===== config.mk =====
export PLATFORM = sky130hd
export DESIGN_NAME = imu_running_mean_variance_flat
export DESIGN_NICKNAME = d
export VERILOG_FILES = /design/src/rtl/core/imrmv_pkg.sv /design/src/rtl/core/imrmv_if.sv /design/src/rtl/core/imrmv_alu.sv /design/src/rtl/core/imu_running_mean_variance.sv /design/src/flat_wrapper.sv
export SDC_FILE = /design/constraint.sdc
export NUM_CORES = 2
export LEC_CHECK = 0
export BUFFER_PORTS_ARGS = -buffer_cell sky130_fd_sc_hd__buf_2
export CAP_MARGIN = 10
export CORE_UTILIZATION = 35
export DETAILED_ROUTE_END_ITERATION = 8
export SETUP_SLACK_MARGIN = 0.02
export SYNTH_ARGS = -nofsm -noshare
export SYNTH_HDL_FRONTEND = slang
export SYNTH_SLANG_ARGS = --single-unit

===== constraint.sdc =====
create_clock -name clock -period 24.8 [get_ports clock]
set_input_delay 1.24 -clock clock [delete_from_list [all_inputs] [get_ports clock]]
set_output_delay 1.24 -clock clock [all_outputs]
set_load 0.1 [all_outputs]

===== src/rtl/core/imrmv_pkg.sv =====
// Shared types, register map and helpers for the IMU running mean/variance block.
package imrmv_pkg;

   localparam int DATA_W = 64;
   localparam int ITER_W = 7;

   typedef enum logic [1:0] {
      ALU_MUL,
      ALU_DIV,
      ALU_SQRT
   } alu_op_type;

   typedef struct packed {
      logic              start;
      alu_op_type        op;
      logic [ITER_W-1:0] iters;
      logic [DATA_W-1:0] a;
      logic [DATA_W-1:0] b;
   } alu_cmd_type;

   typedef struct packed {
      logic              busy;
      logic              done;
      logic [DATA_W-1:0] hi;
      logic [DATA_W-1:0] lo;
   } alu_sts_type;

   localparam logic [1:0] REG_NORMALIZE = 2'd0;
   localparam logic [1:0] REG_GMAG      = 2'd1;
   localparam logic [1:0] REG_ASCALE    = 2'd2;
   localparam logic [1:0] REG_GSCALE    = 2'd3;

   localparam logic [23:0] GMAG_RESET  = 24'd642908;
   localparam logic [15:0] SCALE_RESET = 16'd256;

   function automatic logic [31:0] sat32(input logic signed [63:0] v);
      logic [31:0] r;
      if (v > 64'sd2147483647) begin
         r = 32'h7FFF_FFFF;
      end else if (v < -64'sd2147483648) begin
         r = 32'h8000_0000;
      end else begin
         r = v[31:0];
      end
      return r;
   endfunction

endpackage


===== src/rtl/core/imrmv_if.sv =====
// Request and response channel interfaces for the IMU running mean/variance block.
interface imrmv_req_if;
   logic               valid;
   logic               ready;
   logic               start_over;
   logic signed [31:0] accel_x;
   logic signed [31:0] accel_y;
   logic signed [31:0] accel_z;
   logic signed [31:0] gyro_x;
   logic signed [31:0] gyro_y;
   logic signed [31:0] gyro_z;

   modport source (output valid, start_over, accel_x, accel_y, accel_z,
                   gyro_x, gyro_y, gyro_z, input ready);
   modport sink   (input valid, start_over, accel_x, accel_y, accel_z,
                   gyro_x, gyro_y, gyro_z, output ready);
endinterface

interface imrmv_rsp_if;
   logic               valid;
   logic               ready;
   logic signed [31:0] gravity_x;
   logic signed [31:0] gravity_y;
   logic signed [31:0] gravity_z;
   logic signed [31:0] gyro_bias_x;
   logic signed [31:0] gyro_bias_y;
   logic signed [31:0] gyro_bias_z;
   logic [31:0]        accel_var_x;
   logic [31:0]        accel_var_y;
   logic [31:0]        accel_var_z;
   logic [31:0]        gyro_var_x;
   logic [31:0]        gyro_var_y;
   logic [31:0]        gyro_var_z;

   modport source (output valid, gravity_x, gravity_y, gravity_z, gyro_bias_x,
                   gyro_bias_y, gyro_bias_z, accel_var_x, accel_var_y, accel_var_z,
                   gyro_var_x, gyro_var_y, gyro_var_z, input ready);
   modport sink   (input valid, gravity_x, gravity_y, gravity_z, gyro_bias_x,
                   gyro_bias_y, gyro_bias_z, accel_var_x, accel_var_y, accel_var_z,
                   gyro_var_x, gyro_var_y, gyro_var_z, output ready);
endinterface


===== src/rtl/core/imrmv_alu.sv =====
// Bit-serial multiply, divide and square-root unit shared by the sequencer.
module imrmv_alu (
   input  logic                  clock,
   input  logic                  reset,
   input  imrmv_pkg::alu_cmd_type cmd,
   output imrmv_pkg::alu_sts_type sts
);

   logic [63:0] hi_ff, hi_in;
   logic [63:0] lo_ff, lo_in;
   logic [63:0] aux_ff, aux_in;
   logic [imrmv_pkg::ITER_W-1:0] cnt_ff, cnt_in;
   logic done_ff, done_in;
   imrmv_pkg::alu_op_type op_ff, op_in;

   logic [64:0] mul_sum;
   logic [32:0] div_rs;
   logic        div_ge;
   logic [63:0] sq_t;
   logic        sq_ge;

   always_comb begin
      mul_sum = {1'b0, hi_ff} + (lo_ff[0] ? {1'b0, aux_ff} : 65'd0);
      div_rs  = {hi_ff[31:0], lo_ff[63]};
      div_ge  = div_rs >= {1'b0, aux_ff[31:0]};
      sq_t    = lo_ff + aux_ff;
      sq_ge   = hi_ff >= sq_t;

      hi_in   = hi_ff;
      lo_in   = lo_ff;
      aux_in  = aux_ff;
      cnt_in  = cnt_ff;
      op_in   = op_ff;
      done_in = 1'b0;

      if (cmd.start) begin
         cnt_in = cmd.iters;
         op_in  = cmd.op;
         case (cmd.op)
            imrmv_pkg::ALU_MUL: begin
               hi_in  = '0;
               lo_in  = cmd.b;
               aux_in = cmd.a;
            end
            imrmv_pkg::ALU_DIV: begin
               hi_in  = '0;
               lo_in  = cmd.a;
               aux_in = cmd.b;
            end
            imrmv_pkg::ALU_SQRT: begin
               hi_in  = cmd.a;
               lo_in  = '0;
               aux_in = 64'h4000_0000_0000_0000;
            end
            default: begin
               hi_in = '0;
            end
         endcase
      end else if (cnt_ff != '0) begin
         cnt_in  = cnt_ff - 1'b1;
         done_in = (cnt_ff == imrmv_pkg::ITER_W'(1));
         case (op_ff)
            imrmv_pkg::ALU_MUL: begin
               hi_in = mul_sum[64:1];
               lo_in = {mul_sum[0], lo_ff[63:1]};
            end
            imrmv_pkg::ALU_DIV: begin
               hi_in = {31'd0, div_ge ? div_rs - {1'b0, aux_ff[31:0]} : div_rs};
               lo_in = {lo_ff[62:0], div_ge};
            end
            imrmv_pkg::ALU_SQRT: begin
               hi_in  = sq_ge ? hi_ff - sq_t : hi_ff;
               lo_in  = sq_ge ? (lo_ff >> 1) + aux_ff : lo_ff >> 1;
               aux_in = aux_ff >> 2;
            end
            default: begin
               hi_in = hi_ff;
            end
         endcase
      end
   end

   always_ff @(posedge clock) begin
      if (reset) begin
         cnt_ff  <= '0;
         done_ff <= 1'b0;
         op_ff   <= imrmv_pkg::ALU_MUL;
      end else begin
         cnt_ff  <= cnt_in;
         done_ff <= done_in;
         op_ff   <= op_in;
      end
   end

   always_ff @(posedge clock) begin
      hi_ff  <= hi_in;
      lo_ff  <= lo_in;
      aux_ff <= aux_in;
   end

   assign sts.busy = (cnt_ff != '0);
   assign sts.done = done_ff;
   assign sts.hi   = hi_ff;
   assign sts.lo   = lo_ff;

endmodule


===== src/rtl/core/imu_running_mean_variance.sv =====
// Top level: IMU running mean/variance estimator with sequencer, CSRs and result register.
//
//   channel  dir  handshake            carries
//   req_bus  in   valid/ready          start_over, 3 accel + 3 gyro samples (Q16.16)
//   rsp_bus  out  valid/ready          gravity, gyro bias, scaled variances
//   csr_*    in   APB psel/penable     normalize, gravity magnitude, variance scales
//
// Each sample runs six axis updates plus, with normalization on, the gravity pass,
// all through one bit-serial multiply/divide/sqrt unit that resolves one bit per cycle.
// Reset is synchronous; it resets the sequencer, sample count, CSRs and result valid flag.
// req_bus.ready is high only while idle; a finished result waits in the output
// register, and the next sample may be taken while it waits.
module imu_running_mean_variance #(
   parameter longint unsigned MAX_COUNT    = 65535,
   parameter int              SAMPLE_WIDTH = 32
) (
   input  logic        clock,
   input  logic        reset,
   imrmv_req_if.sink   req_bus,
   imrmv_rsp_if.source rsp_bus,
   input  logic        csr_psel,
   input  logic        csr_penable,
   input  logic        csr_pwrite,
   input  logic [3:0]  csr_paddr,
   input  logic [31:0] csr_pwdata,
   output logic [31:0] csr_prdata,
   output logic        csr_pready
);

   localparam int SW  = SAMPLE_WIDTH;
   localparam int CW  = $clog2(MAX_COUNT + 1);
   localparam int GW  = (SW > 31) ? SW : 31;
   localparam int MK  = SW + 1;
   localparam int SQK = (SW + 1 > 40) ? 40 : SW + 1;
   localparam int VK  = 32 + CW;

   typedef enum logic [15:0] {
      S_IDLE  = 16'h0001,
      S_MEAN  = 16'h0002,
      S_SQR   = 16'h0004,
      S_TDIV  = 16'h0008,
      S_TMUL  = 16'h0010,
      S_TDIV2 = 16'h0020,
      S_VMUL  = 16'h0040,
      S_VDIV  = 16'h0080,
      S_SCALE = 16'h0100,
      S_GABS  = 16'h0200,
      S_GNORM = 16'h0400,
      S_GSQ   = 16'h0800,
      S_GSQRT = 16'h1000,
      S_GMUL  = 16'h2000,
      S_GDIV  = 16'h4000,
      S_DONE  = 16'h8000
   } state_type;

   state_type state_ff, state_in;
   logic      issue_ff, issue_in;
   logic [2:0] axis_ff, axis_in;
   logic [CW-1:0] n_ff, n_in;
   logic      first_ff, first_in;

   logic        norm_ff, norm_in;
   logic [23:0] gmag_ff, gmag_in;
   logic [15:0] ascale_ff, ascale_in;
   logic [15:0] gscale_ff, gscale_in;

   logic signed [SW-1:0] x_ff [6];
   logic signed [SW-1:0] x_in [6];
   logic signed [SW-1:0] mean_ff [6];
   logic signed [SW-1:0] mean_in [6];
   logic [31:0] var_ff [6];
   logic [31:0] var_in [6];
   logic [31:0] svar_ff [6];
   logic [31:0] svar_in [6];
   logic [63:0] t_ff, t_in;
   logic [63:0] w_ff, w_in;
   logic [GW-1:0] ga_ff [3];
   logic [GW-1:0] ga_in [3];
   logic [63:0] sum_ff, sum_in;
   logic [31:0] r_ff, r_in;
   logic [54:0] gmul_ff, gmul_in;
   logic [31:0] grav_ff [3];
   logic [31:0] grav_in [3];

   logic        rsp_valid_ff, rsp_valid_in;
   logic [31:0] out_grav_ff [3];
   logic [31:0] out_grav_in [3];
   logic [31:0] out_bias_ff [3];
   logic [31:0] out_bias_in [3];
   logic [31:0] out_avar_ff [3];
   logic [31:0] out_avar_in [3];
   logic [31:0] out_gvar_ff [3];
   logic [31:0] out_gvar_in [3];

   imrmv_pkg::alu_cmd_type alu_cmd;
   imrmv_pkg::alu_sts_type alu_sts;

   logic              req_beat;
   logic              csr_write;
   logic [31:0]       raw [6];
   logic [63:0]       raw64;
   logic signed [SW-1:0] x_sel, m_sel;
   logic signed [SW:0] d;
   logic [SW:0]       dmag;
   logic [SW:0]       q_mean;
   logic signed [SW:0] m_new;
   logic [63:0]       mag64;
   logic              sq_sat;
   logic [127:0]      prod;
   logic [CW-1:0]     nm1;
   logic [64:0]       var_sum;
   logic [31:0]       keep;
   logic [39:0]       scaled;
   logic [GW-1:0]     mx;
   logic [GW-1:0]     ga_abs [3];
   logic signed [SW:0] m_ext;
   logic              all_zero;
   logic [23:0]       gq;
   logic [2:0]        gi;

   imrmv_alu u_alu (
      .clock (clock),
      .reset (reset),
      .cmd   (alu_cmd),
      .sts   (alu_sts)
   );

   assign req_beat  = req_bus.valid && req_bus.ready;
   assign csr_write = csr_psel && csr_penable && csr_pwrite;
   assign req_bus.ready = (state_ff == S_IDLE);

   assign raw[0] = req_bus.accel_x;
   assign raw[1] = req_bus.accel_y;
   assign raw[2] = req_bus.accel_z;
   assign raw[3] = req_bus.gyro_x;
   assign raw[4] = req_bus.gyro_y;
   assign raw[5] = req_bus.gyro_z;

   always_comb begin
      gi = {1'b0, axis_ff[1:0]};
      x_sel  = x_ff[axis_ff];
      m_sel  = mean_ff[axis_ff];
      d      = {x_sel[SW-1], x_sel} - {m_sel[SW-1], m_sel};
      dmag   = d[SW] ? -d : d;
      q_mean = alu_sts.lo[SW:0];
      m_new  = d[SW] ? {m_sel[SW-1], m_sel} - q_mean : {m_sel[SW-1], m_sel} + q_mean;
      mag64  = 64'(dmag);
      sq_sat = (mag64[63:40] != 24'd0);
      prod   = {alu_sts.hi, alu_sts.lo};
      nm1    = n_ff - 1'b1;
      keep   = alu_sts.lo[31:0];
      var_sum = {1'b0, t_ff} + 65'(keep);
      scaled = 40'(prod >> 56);
      gq     = alu_sts.lo[23:0];
      for (int i = 0; i < 3; i++) begin
         m_ext     = {mean_ff[i][SW-1], mean_ff[i]};
         ga_abs[i] = GW'(m_ext[SW] ? -m_ext : m_ext);
      end
      all_zero = (ga_abs[0] == '0) && (ga_abs[1] == '0) && (ga_abs[2] == '0);
      mx = (ga_ff[0] >= ga_ff[1]) ? ga_ff[0] : ga_ff[1];
      mx = (mx >= ga_ff[2]) ? mx : ga_ff[2];
   end

   always_comb begin
      state_in = state_ff;
      issue_in = issue_ff;
      axis_in  = axis_ff;
      n_in     = n_ff;
      first_in = first_ff;
      norm_in   = norm_ff;
      gmag_in   = gmag_ff;
      ascale_in = ascale_ff;
      gscale_in = gscale_ff;
      x_in    = x_ff;
      mean_in = mean_ff;
      var_in  = var_ff;
      svar_in = svar_ff;
      t_in    = t_ff;
      w_in    = w_ff;
      ga_in   = ga_ff;
      sum_in  = sum_ff;
      r_in    = r_ff;
      gmul_in = gmul_ff;
      grav_in = grav_ff;
      rsp_valid_in = rsp_valid_ff;
      out_grav_in  = out_grav_ff;
      out_bias_in  = out_bias_ff;
      out_avar_in  = out_avar_ff;
      out_gvar_in  = out_gvar_ff;

      alu_cmd.start = 1'b0;
      alu_cmd.op    = imrmv_pkg::ALU_MUL;
      alu_cmd.iters = '0;
      alu_cmd.a     = '0;
      alu_cmd.b     = '0;

      if (csr_write) begin
         case (csr_paddr[3:2])
            imrmv_pkg::REG_NORMALIZE: norm_in   = csr_pwdata[0];
            imrmv_pkg::REG_GMAG:      gmag_in   = csr_pwdata[23:0];
            imrmv_pkg::REG_ASCALE:    ascale_in = csr_pwdata[15:0];
            imrmv_pkg::REG_GSCALE:    gscale_in = csr_pwdata[15:0];
            default:                  norm_in   = norm_ff;
         endcase
      end

      if (rsp_bus.valid && rsp_bus.ready) begin
         rsp_valid_in = 1'b0;
      end

      case (state_ff)
         S_IDLE: begin
            if (req_beat) begin
               for (int i = 0; i < 6; i++) begin
                  raw64 = {32'd0, raw[i]};
                  x_in[i] = raw64[SW-1:0];
                  if (req_bus.start_over || first_ff) begin
                     mean_in[i] = raw64[SW-1:0];
                     var_in[i]  = '0;
                  end
               end
               if (req_bus.start_over || first_ff) begin
                  n_in     = CW'(1);
                  first_in = 1'b0;
               end
               axis_in  = '0;
               state_in = S_MEAN;
            end
         end
         S_MEAN: begin
            alu_cmd.op    = imrmv_pkg::ALU_DIV;
            alu_cmd.iters = imrmv_pkg::ITER_W'(MK);
            alu_cmd.a     = mag64 << (64 - MK);
            alu_cmd.b     = 64'(n_ff);
            if (alu_sts.done) begin
               mean_in[axis_ff] = m_new[SW-1:0];
               state_in = S_SQR;
            end
         end
         S_SQR: begin
            alu_cmd.op    = imrmv_pkg::ALU_MUL;
            alu_cmd.iters = imrmv_pkg::ITER_W'(SQK);
            alu_cmd.a     = mag64;
            alu_cmd.b     = mag64;
            if (sq_sat && !issue_ff) begin
               // deviation too large to square: pin it
               t_in     = '1;
               state_in = S_TDIV;
            end else if (alu_sts.done) begin
               t_in     = 64'(prod >> (80 - SQK));
               state_in = S_TDIV;
            end
         end
         S_TDIV: begin
            alu_cmd.op    = imrmv_pkg::ALU_DIV;
            alu_cmd.iters = imrmv_pkg::ITER_W'(64);
            alu_cmd.a     = t_ff;
            alu_cmd.b     = 64'(n_ff);
            if (alu_sts.done) begin
               t_in     = alu_sts.lo;
               state_in = S_TMUL;
            end
         end
         S_TMUL: begin
            alu_cmd.op    = imrmv_pkg::ALU_MUL;
            alu_cmd.iters = imrmv_pkg::ITER_W'(CW);
            alu_cmd.a     = t_ff;
            alu_cmd.b     = 64'(nm1);
            if (alu_sts.done) begin
               t_in     = 64'(prod >> (64 - CW));
               state_in = S_TDIV2;
            end
         end
         S_TDIV2: begin
            alu_cmd.op    = imrmv_pkg::ALU_DIV;
            alu_cmd.iters = imrmv_pkg::ITER_W'(64);
            alu_cmd.a     = t_ff;
            alu_cmd.b     = 64'(n_ff);
            if (alu_sts.done) begin
               t_in     = alu_sts.lo;
               state_in = S_VMUL;
            end
         end
         S_VMUL: begin
            alu_cmd.op    = imrmv_pkg::ALU_MUL;
            alu_cmd.iters = imrmv_pkg::ITER_W'(CW);
            alu_cmd.a     = 64'(var_ff[axis_ff]);
            alu_cmd.b     = 64'(nm1);
            if (alu_sts.done) begin
               // left-align the numerator for the divide
               w_in     = 64'(prod >> (64 - CW)) << (64 - VK);
               state_in = S_VDIV;
            end
         end
         S_VDIV: begin
            alu_cmd.op    = imrmv_pkg::ALU_DIV;
            alu_cmd.iters = imrmv_pkg::ITER_W'(VK);
            alu_cmd.a     = w_ff;
            alu_cmd.b     = 64'(n_ff);
            if (alu_sts.done) begin
               var_in[axis_ff] = (var_sum[64:32] != 33'd0) ? 32'hFFFF_FFFF : var_sum[31:0];
               state_in = S_SCALE;
            end
         end
         S_SCALE: begin
            alu_cmd.op    = imrmv_pkg::ALU_MUL;
            alu_cmd.iters = imrmv_pkg::ITER_W'(16);
            alu_cmd.a     = 64'(var_ff[axis_ff]);
            alu_cmd.b     = (axis_ff < 3'd3) ? 64'(ascale_ff) : 64'(gscale_ff);
            if (alu_sts.done) begin
               svar_in[axis_ff] = (scaled[39:32] != 8'd0) ? 32'hFFFF_FFFF : scaled[31:0];
               if (axis_ff == 3'd5) begin
                  axis_in  = '0;
                  state_in = S_GABS;
               end else begin
                  axis_in  = axis_ff + 1'b1;
                  state_in = S_MEAN;
               end
            end
         end
         S_GABS: begin
            if (n_ff < CW'(MAX_COUNT)) begin
               n_in = n_ff + 1'b1;
            end
            ga_in = ga_abs;
            for (int i = 0; i < 3; i++) begin
               grav_in[i] = norm_ff ? 32'd0 : imrmv_pkg::sat32(-64'(mean_ff[i]));
            end
            state_in = (norm_ff && !all_zero) ? S_GNORM : S_DONE;
         end
         S_GNORM: begin
            if ((64'(mx) >> 31) != 64'd0) begin
               for (int i = 0; i < 3; i++) ga_in[i] = ga_ff[i] >> 1;
            end else if (!mx[30]) begin
               for (int i = 0; i < 3; i++) ga_in[i] = ga_ff[i] << 1;
            end else begin
               sum_in   = '0;
               axis_in  = '0;
               state_in = S_GSQ;
            end
         end
         S_GSQ: begin
            alu_cmd.op    = imrmv_pkg::ALU_MUL;
            alu_cmd.iters = imrmv_pkg::ITER_W'(31);
            alu_cmd.a     = 64'(ga_ff[gi[1:0]]);
            alu_cmd.b     = 64'(ga_ff[gi[1:0]]);
            if (alu_sts.done) begin
               sum_in = sum_ff + 64'(62'(prod >> 33));
               if (axis_ff == 3'd2) begin
                  axis_in  = '0;
                  state_in = S_GSQRT;
               end else begin
                  axis_in  = axis_ff + 1'b1;
               end
            end
         end
         S_GSQRT: begin
            alu_cmd.op    = imrmv_pkg::ALU_SQRT;
            alu_cmd.iters = imrmv_pkg::ITER_W'(32);
            alu_cmd.a     = sum_ff;
            if (alu_sts.done) begin
               r_in     = alu_sts.lo[31:0];
               state_in = S_GMUL;
            end
         end
         S_GMUL: begin
            alu_cmd.op    = imrmv_pkg::ALU_MUL;
            alu_cmd.iters = imrmv_pkg::ITER_W'(24);
            alu_cmd.a     = 64'(ga_ff[gi[1:0]][30:0]);
            alu_cmd.b     = 64'(gmag_ff);
            if (alu_sts.done) begin
               gmul_in  = 55'(prod >> 40);
               state_in = S_GDIV;
            end
         end
         S_GDIV: begin
            alu_cmd.op    = imrmv_pkg::ALU_DIV;
            alu_cmd.iters = imrmv_pkg::ITER_W'(55);
            alu_cmd.a     = {gmul_ff, 9'd0};
            alu_cmd.b     = 64'(r_ff);
            if (alu_sts.done) begin
               // point opposite the mean
               grav_in[gi[1:0]] = mean_ff[axis_ff][SW-1] ? 32'(gq) : -32'(gq);
               if (axis_ff == 3'd2) begin
                  state_in = S_DONE;
               end else begin
                  axis_in  = axis_ff + 1'b1;
                  state_in = S_GMUL;
               end
            end
         end
         S_DONE: begin
            if (!rsp_valid_ff || rsp_bus.ready) begin
               for (int i = 0; i < 3; i++) begin
                  out_grav_in[i] = grav_ff[i];
                  out_bias_in[i] = imrmv_pkg::sat32(64'(mean_ff[3 + i]));
                  out_avar_in[i] = svar_ff[i];
                  out_gvar_in[i] = svar_ff[3 + i];
               end
               rsp_valid_in = 1'b1;
               state_in     = S_IDLE;
            end
         end
         default: begin
            state_in = S_IDLE;
         end
      endcase

      // launch one op per axis step in each state (none for a pinned square); advance on done
      if (!(state_ff == S_IDLE || state_ff == S_GABS || state_ff == S_GNORM ||
            state_ff == S_DONE) && !issue_ff && !(state_ff == S_SQR && sq_sat)) begin
         alu_cmd.start = 1'b1;
         issue_in      = 1'b1;
      end else if (alu_sts.done) begin
         issue_in = 1'b0;
      end
   end

   always_ff @(posedge clock) begin
      if (reset) begin
         state_ff     <= S_IDLE;
         issue_ff     <= 1'b0;
         axis_ff      <= '0;
         n_ff         <= CW'(1);
         first_ff     <= 1'b1;
         norm_ff      <= 1'b0;
         gmag_ff      <= imrmv_pkg::GMAG_RESET;
         ascale_ff    <= imrmv_pkg::SCALE_RESET;
         gscale_ff    <= imrmv_pkg::SCALE_RESET;
         rsp_valid_ff <= 1'b0;
      end else begin
         state_ff     <= state_in;
         issue_ff     <= issue_in;
         axis_ff      <= axis_in;
         n_ff         <= n_in;
         first_ff     <= first_in;
         norm_ff      <= norm_in;
         gmag_ff      <= gmag_in;
         ascale_ff    <= ascale_in;
         gscale_ff    <= gscale_in;
         rsp_valid_ff <= rsp_valid_in;
      end
   end

   always_ff @(posedge clock) begin
      x_ff        <= x_in;
      mean_ff     <= mean_in;
      var_ff      <= var_in;
      svar_ff     <= svar_in;
      t_ff        <= t_in;
      w_ff        <= w_in;
      ga_ff       <= ga_in;
      sum_ff      <= sum_in;
      r_ff        <= r_in;
      gmul_ff     <= gmul_in;
      grav_ff     <= grav_in;
      out_grav_ff <= out_grav_in;
      out_bias_ff <= out_bias_in;
      out_avar_ff <= out_avar_in;
      out_gvar_ff <= out_gvar_in;
   end

   always_comb begin
      case (csr_paddr[3:2])
         imrmv_pkg::REG_NORMALIZE: csr_prdata = {31'd0, norm_ff};
         imrmv_pkg::REG_GMAG:      csr_prdata = {8'd0, gmag_ff};
         imrmv_pkg::REG_ASCALE:    csr_prdata = {16'd0, ascale_ff};
         imrmv_pkg::REG_GSCALE:    csr_prdata = {16'd0, gscale_ff};
         default:                  csr_prdata = '0;
      endcase
   end
   assign csr_pready = 1'b1;

   assign rsp_bus.valid       = rsp_valid_ff;
   assign rsp_bus.gravity_x   = out_grav_ff[0];
   assign rsp_bus.gravity_y   = out_grav_ff[1];
   assign rsp_bus.gravity_z   = out_grav_ff[2];
   assign rsp_bus.gyro_bias_x = out_bias_ff[0];
   assign rsp_bus.gyro_bias_y = out_bias_ff[1];
   assign rsp_bus.gyro_bias_z = out_bias_ff[2];
   assign rsp_bus.accel_var_x = out_avar_ff[0];
   assign rsp_bus.accel_var_y = out_avar_ff[1];
   assign rsp_bus.accel_var_z = out_avar_ff[2];
   assign rsp_bus.gyro_var_x  = out_gvar_ff[0];
   assign rsp_bus.gyro_var_y  = out_gvar_ff[1];
   assign rsp_bus.gyro_var_z  = out_gvar_ff[2];

   a_alu_start_idle: assert property (@(posedge clock) disable iff (reset)
      alu_cmd.start |-> !alu_sts.busy)
      else $error("serial unit restarted while busy");

   a_count_nonzero: assert property (@(posedge clock) disable iff (reset)
      n_ff != '0)
      else $error("sample count reached zero");

   a_root_range: assert property (@(posedge clock) disable iff (reset)
      (alu_cmd.start && state_ff == S_GDIV) |-> (r_ff[31:30] != 2'b00))
      else $error("gravity norm below normalized range");

   a_beat_starts: assert property (@(posedge clock) disable iff (reset)
      req_beat |=> (state_ff == S_MEAN && axis_ff == 3'd0))
      else $error("sample beat did not start the axis pass");

   a_done_follows_busy: assert property (@(posedge clock) disable iff (reset)
      alu_sts.done |-> $past(alu_sts.busy))
      else $error("serial unit done without work");

endmodule

===== src/flat_wrapper.sv =====
// flat-port wrapper written by rule: the top's interface ports become plain ports
module imu_running_mean_variance_flat 
#(
   parameter longint unsigned MAX_COUNT    = 65535,
   parameter int              SAMPLE_WIDTH = 32
)
  (clock, reset, csr_psel, csr_penable, csr_pwrite, csr_paddr, csr_pwdata, csr_prdata, csr_pready, req_bus_valid, req_bus_start_over, req_bus_accel_x, req_bus_accel_y, req_bus_accel_z, req_bus_gyro_x, req_bus_gyro_y, req_bus_gyro_z, req_bus_ready, rsp_bus_valid, rsp_bus_gravity_x, rsp_bus_gravity_y, rsp_bus_gravity_z, rsp_bus_gyro_bias_x, rsp_bus_gyro_bias_y, rsp_bus_gyro_bias_z, rsp_bus_accel_var_x, rsp_bus_accel_var_y, rsp_bus_accel_var_z, rsp_bus_gyro_var_x, rsp_bus_gyro_var_y, rsp_bus_gyro_var_z, rsp_bus_ready);
  imrmv_req_if req_bus_i ();
  imrmv_rsp_if rsp_bus_i ();
  input  logic clock;
  input  logic reset;
  input  logic csr_psel;
  input  logic csr_penable;
  input  logic csr_pwrite;
  input  logic [3:0] csr_paddr;
  input  logic [31:0] csr_pwdata;
  output logic [31:0] csr_prdata;
  output logic csr_pready;
  input wire logic [$bits(req_bus_i.valid)-1:0] req_bus_valid;
  input wire logic [$bits(req_bus_i.start_over)-1:0] req_bus_start_over;
  input wire logic [$bits(req_bus_i.accel_x)-1:0] req_bus_accel_x;
  input wire logic [$bits(req_bus_i.accel_y)-1:0] req_bus_accel_y;
  input wire logic [$bits(req_bus_i.accel_z)-1:0] req_bus_accel_z;
  input wire logic [$bits(req_bus_i.gyro_x)-1:0] req_bus_gyro_x;
  input wire logic [$bits(req_bus_i.gyro_y)-1:0] req_bus_gyro_y;
  input wire logic [$bits(req_bus_i.gyro_z)-1:0] req_bus_gyro_z;
  output wire logic [$bits(req_bus_i.ready)-1:0] req_bus_ready;
  output wire logic [$bits(rsp_bus_i.valid)-1:0] rsp_bus_valid;
  output wire logic [$bits(rsp_bus_i.gravity_x)-1:0] rsp_bus_gravity_x;
  output wire logic [$bits(rsp_bus_i.gravity_y)-1:0] rsp_bus_gravity_y;
  output wire logic [$bits(rsp_bus_i.gravity_z)-1:0] rsp_bus_gravity_z;
  output wire logic [$bits(rsp_bus_i.gyro_bias_x)-1:0] rsp_bus_gyro_bias_x;
  output wire logic [$bits(rsp_bus_i.gyro_bias_y)-1:0] rsp_bus_gyro_bias_y;
  output wire logic [$bits(rsp_bus_i.gyro_bias_z)-1:0] rsp_bus_gyro_bias_z;
  output wire logic [$bits(rsp_bus_i.accel_var_x)-1:0] rsp_bus_accel_var_x;
  output wire logic [$bits(rsp_bus_i.accel_var_y)-1:0] rsp_bus_accel_var_y;
  output wire logic [$bits(rsp_bus_i.accel_var_z)-1:0] rsp_bus_accel_var_z;
  output wire logic [$bits(rsp_bus_i.gyro_var_x)-1:0] rsp_bus_gyro_var_x;
  output wire logic [$bits(rsp_bus_i.gyro_var_y)-1:0] rsp_bus_gyro_var_y;
  output wire logic [$bits(rsp_bus_i.gyro_var_z)-1:0] rsp_bus_gyro_var_z;
  input wire logic [$bits(rsp_bus_i.ready)-1:0] rsp_bus_ready;
  assign req_bus_i.valid = req_bus_valid;
  assign req_bus_i.start_over = req_bus_start_over;
  assign req_bus_i.accel_x = req_bus_accel_x;
  assign req_bus_i.accel_y = req_bus_accel_y;
  assign req_bus_i.accel_z = req_bus_accel_z;
  assign req_bus_i.gyro_x = req_bus_gyro_x;
  assign req_bus_i.gyro_y = req_bus_gyro_y;
  assign req_bus_i.gyro_z = req_bus_gyro_z;
  assign req_bus_ready = req_bus_i.ready;
  assign rsp_bus_valid = rsp_bus_i.valid;
  assign rsp_bus_gravity_x = rsp_bus_i.gravity_x;
  assign rsp_bus_gravity_y = rsp_bus_i.gravity_y;
  assign rsp_bus_gravity_z = rsp_bus_i.gravity_z;
  assign rsp_bus_gyro_bias_x = rsp_bus_i.gyro_bias_x;
  assign rsp_bus_gyro_bias_y = rsp_bus_i.gyro_bias_y;
  assign rsp_bus_gyro_bias_z = rsp_bus_i.gyro_bias_z;
  assign rsp_bus_accel_var_x = rsp_bus_i.accel_var_x;
  assign rsp_bus_accel_var_y = rsp_bus_i.accel_var_y;
  assign rsp_bus_accel_var_z = rsp_bus_i.accel_var_z;
  assign rsp_bus_gyro_var_x = rsp_bus_i.gyro_var_x;
  assign rsp_bus_gyro_var_y = rsp_bus_i.gyro_var_y;
  assign rsp_bus_gyro_var_z = rsp_bus_i.gyro_var_z;
  assign rsp_bus_i.ready = rsp_bus_ready;
  imu_running_mean_variance #(.MAX_COUNT(MAX_COUNT), .SAMPLE_WIDTH(SAMPLE_WIDTH)) u_core (.clock(clock), .reset(reset), .req_bus(req_bus_i), .rsp_bus(rsp_bus_i), .csr_psel(csr_psel), .csr_penable(csr_penable), .csr_pwrite(csr_pwrite), .csr_paddr(csr_paddr), .csr_pwdata(csr_pwdata), .csr_prdata(csr_prdata), .csr_pready(csr_pready));
endmodule

==> run_results.csv <==
group,metric,value,unit
drt,first_pass_iters,9,
sta,finalHoldViolCount,0,
synth,yosys.area_share.xor_xnor,5.24,%
synth,synth_area,113000,um^2
layout,drive_gt1_share,12.8,%
setup_path,required,25.39,ns
layout,mostFrequentLayoutCells,"edfxtp_1 (1799), nand2_1 (1377), o21ai_0 (877)",
grt,grt_max_degree,165,
run_status,outcome,"finished with violations",
drt,ant_nets,0,
layout,finalInstanceArea,128000,um^2
drt,wl_per_cell,31.6,um
drt,initialDrtViolationCount,15700,
grt,grt_pass1_wl,701,mm
synth,synth-main-ff-cell,"edfxtp_1",
synth,synth-edff-count,1799,
power_and_ir_drop,ir_drop,0.141,mV
sta,rsz0062_at_grt,"no",
setup_path,worstSetupPathType,"flip-flop to flip-flop",
synth,synth_compound_area_share,19.4,%
setup_path,worstPathArrival,12.86,ns
drt,wirelength,509,mm
place,port_buffers,635,
synth,syn-instance-count,11300,
sta,finClkSkew,0.0876,ns
setup_path,end_kind,"flip-flop",
clock_network,postCtsSetupBuffers,0,
sta,max_freq,0.0815,GHz
flow_run,drv_cap,1,
layout,nets,12400,
synth,synth.distinct_cells,90,
floorplan,dieArea,325000,um^2
clock_network,cts_resized,0,
floorplan,io-pin-count,655,
grt,grt_use_total,30.0,%
run_status,violations,"design-rule violations, max-capacitance violations, max-slew violations",
synth,syn_avg_cell_area,10.0,um^2
drt,drc,7,
synth,yosysSeqAreaShare,49.7,%
hold_path,hp-class,"flip-flop to flip-flop",
sta,final.setup.tns,0,ns
setup_path,slowest_stage,"xnor2_1",
floorplan,initial_utilization,35.2,%
setup_path,cp_common_cell,"o21ai_0",
layout,mostFrequentLayoutCell,"edfxtp_1",
sta,finalCriticalPeriod,12.27,ns
clock_network,cts_sinks,1904,
drt,routed-via-count,99800,
grt,overflow,0,
clock_network,ctsHoldBuffers,0,
clock_network,cts_inserted_buffers,217,
place,globalplace.congestion,1.03,
place,hpwlAfterDp,379,mm
sta,drv_slew,2,
clock_network,cts_tree,"done",
synth,yosys_warnings,0,
setup_path,path_max_fanout,45,
grt,antenna_found_initial,94,
power_and_ir_drop,p_leak,47.3,nW
floorplan,fp.coreArea,321000,um^2
clock_network,clock_path_buffers,4,
clock_network,insertion_delay,0.97,ns
floorplan,num_rows,208,
synth,ys_seq_elements,1904,
drt,routed_via_density,6.20,
layout,synthToLayoutAreaGrowth,13.8,%
clock_network,cts.htree.levels,4,
sta,tightestPinTransition,1.51,ns
sta,finalSetupViolCount,0,
setup_path,cp_slowest_stage_delay,0.96,ns
sta,timing.final.crit_share,49.5,%
sta,relSlewSlack,-0.896,%
power_and_ir_drop,p_per_area,157,nW/um^2
sta,hold_ws,0.390,ns
power_and_ir_drop,p_total,20.2,mW
clock_network,path_clk_slew,0.06,ns
synth,synth_adder_area_share,6.07,%
synth,synth_top_family_by_area,"compound AO/OA/AOI/OAI gates",
synth,synthMuxAreaShare,1.14,%
grt,grt_pass1_vias,90600,
synth,synthSimpleGateAreaFrac,14.7,%
floorplan,die_x,570,um
floorplan,fp.dieH,570,um
place,place_area,121000,um^2
clock_network,cts_root_buf,"clkbuf_16",
synth,async_flop_share,0,%
setup_path,critical_path.startpoint_type,"flip-flop",
-- worst max-delay path: cells and delay by family (launching register included) --
family | cells | cell delay [ns]
and+or+nand+nor | 3 | 0.91
adders and majority gates | 3 | 0.86
AOI/OAI and AO/OA | 21 | 7.07
xor gates and xnor gates | 1 | 0.96
DFF | 1 | 0.31
buffers and inverters | 6 | 1.66
-- metal layers --
layer  up-vias  routed length [um]  share of wire [%]  GRT usage [%]
li1      42900                   -                  -              -
met1     49000              201000                 39           40.1
met2      6432              212000                 42           43.1
met3      1268               67100                 13           10.2
met4        98               28500                5.6           14.6
met5         -                 795               0.16          0.387
-- where the power goes --
part           switching, mW  total [mW]  internal [mW]
sequential             0.649        4.98           4.33
combinational           8.04        11.8           3.74
clock                   1.45        3.40           1.94
-- sequential cells by signal (all words and copies together), names as in the netlist, 48 cells and up --
name,cells
u_core.svar_ff,192
u_core.w_ff,48
u_core.u_alu.hi_ff,64
u_core.u_alu.aux_ff,64
u_core.mean_ff,160
u_core.t_ff,64
u_core.ga_ff,96
u_core.sum_ff,64
u_core.grav_ff,96
u_core.x_ff,192
u_core.gmul_ff,55
u_core.u_alu.lo_ff,64
u_core.var_ff,192
-- cell usage after synthesis, drive strengths merged (151+ instances only) --
master	instances	area share, %
nor3	173	0.77
nor4	184	1.0
ha	533	5.9
edfxtp	1799	48
a21oi	691	3.1
clkbuf	758	2.5
nor2	831	2.8
a21o	306	2.0
a22o	151	1.2
o21ai	882	3.9
nand2	1379	4.6
xor2	265	2.1
inv	266	0.88
nand3	236	1.0
a22oi	304	2.0
xnor2	410	3.2
-- worst paths after layout --
path | startpoint | to | slack [ns] | depth (start not counted)
worst max-delay path | u_core.axis_ff[2] | u_core.mean_ff[63] | 12.53 | 34
worst min-delay path | u_core.svar_ff[60] | u_core.rsp_bus.gyro_var_y[28] | 0.39 | 0
worst max register to register | u_core.axis_ff[2] | u_core.mean_ff[63] | 12.53 | 34
worst min register to register | u_core.svar_ff[60] | u_core.rsp_bus.gyro_var_y[28] | 0.39 | 0
-- per-stage QoR --
stage | setup WS [ns] | utilization [%] | cells
6_report | 12.53 | 40.0 | 16100
5_1_grt | 12.24 | 40.0 | 16100
4_1_cts | 13.09 | 40.0 | 16100
3_5_place_dp | 13.17 | 37.7 | 15700
3_3_place_gp | 13.26 | 37.7 | 15700
2_1_floorplan | 5.09 | - | 11300
-- final cells by class --
class,count,area [um^2]
fillers,31500,193000
flip-flops and latches,1904,56100
multi-input cells,8278,53100
clock buffers,250,5600
well taps,4305,5390
repair buffers,918,5360
clock inverters,150,1720
inverters,269,1020
diodes,31,77.6
-- cells by family after synthesis --
| kind of cell | after synthesis |
|---|---|
| xor gates and xnor gates | 675 |
| AOI/OAI and AO/OA | 3352 |
| muxes | 124 |
| buffers and inverters | 1091 |
| and+or+nand+nor | 3576 |
| other | 2 |
| DFF | 1904 |
| adders and majority gates | 542 |
(Power assumes the default switching activity.)
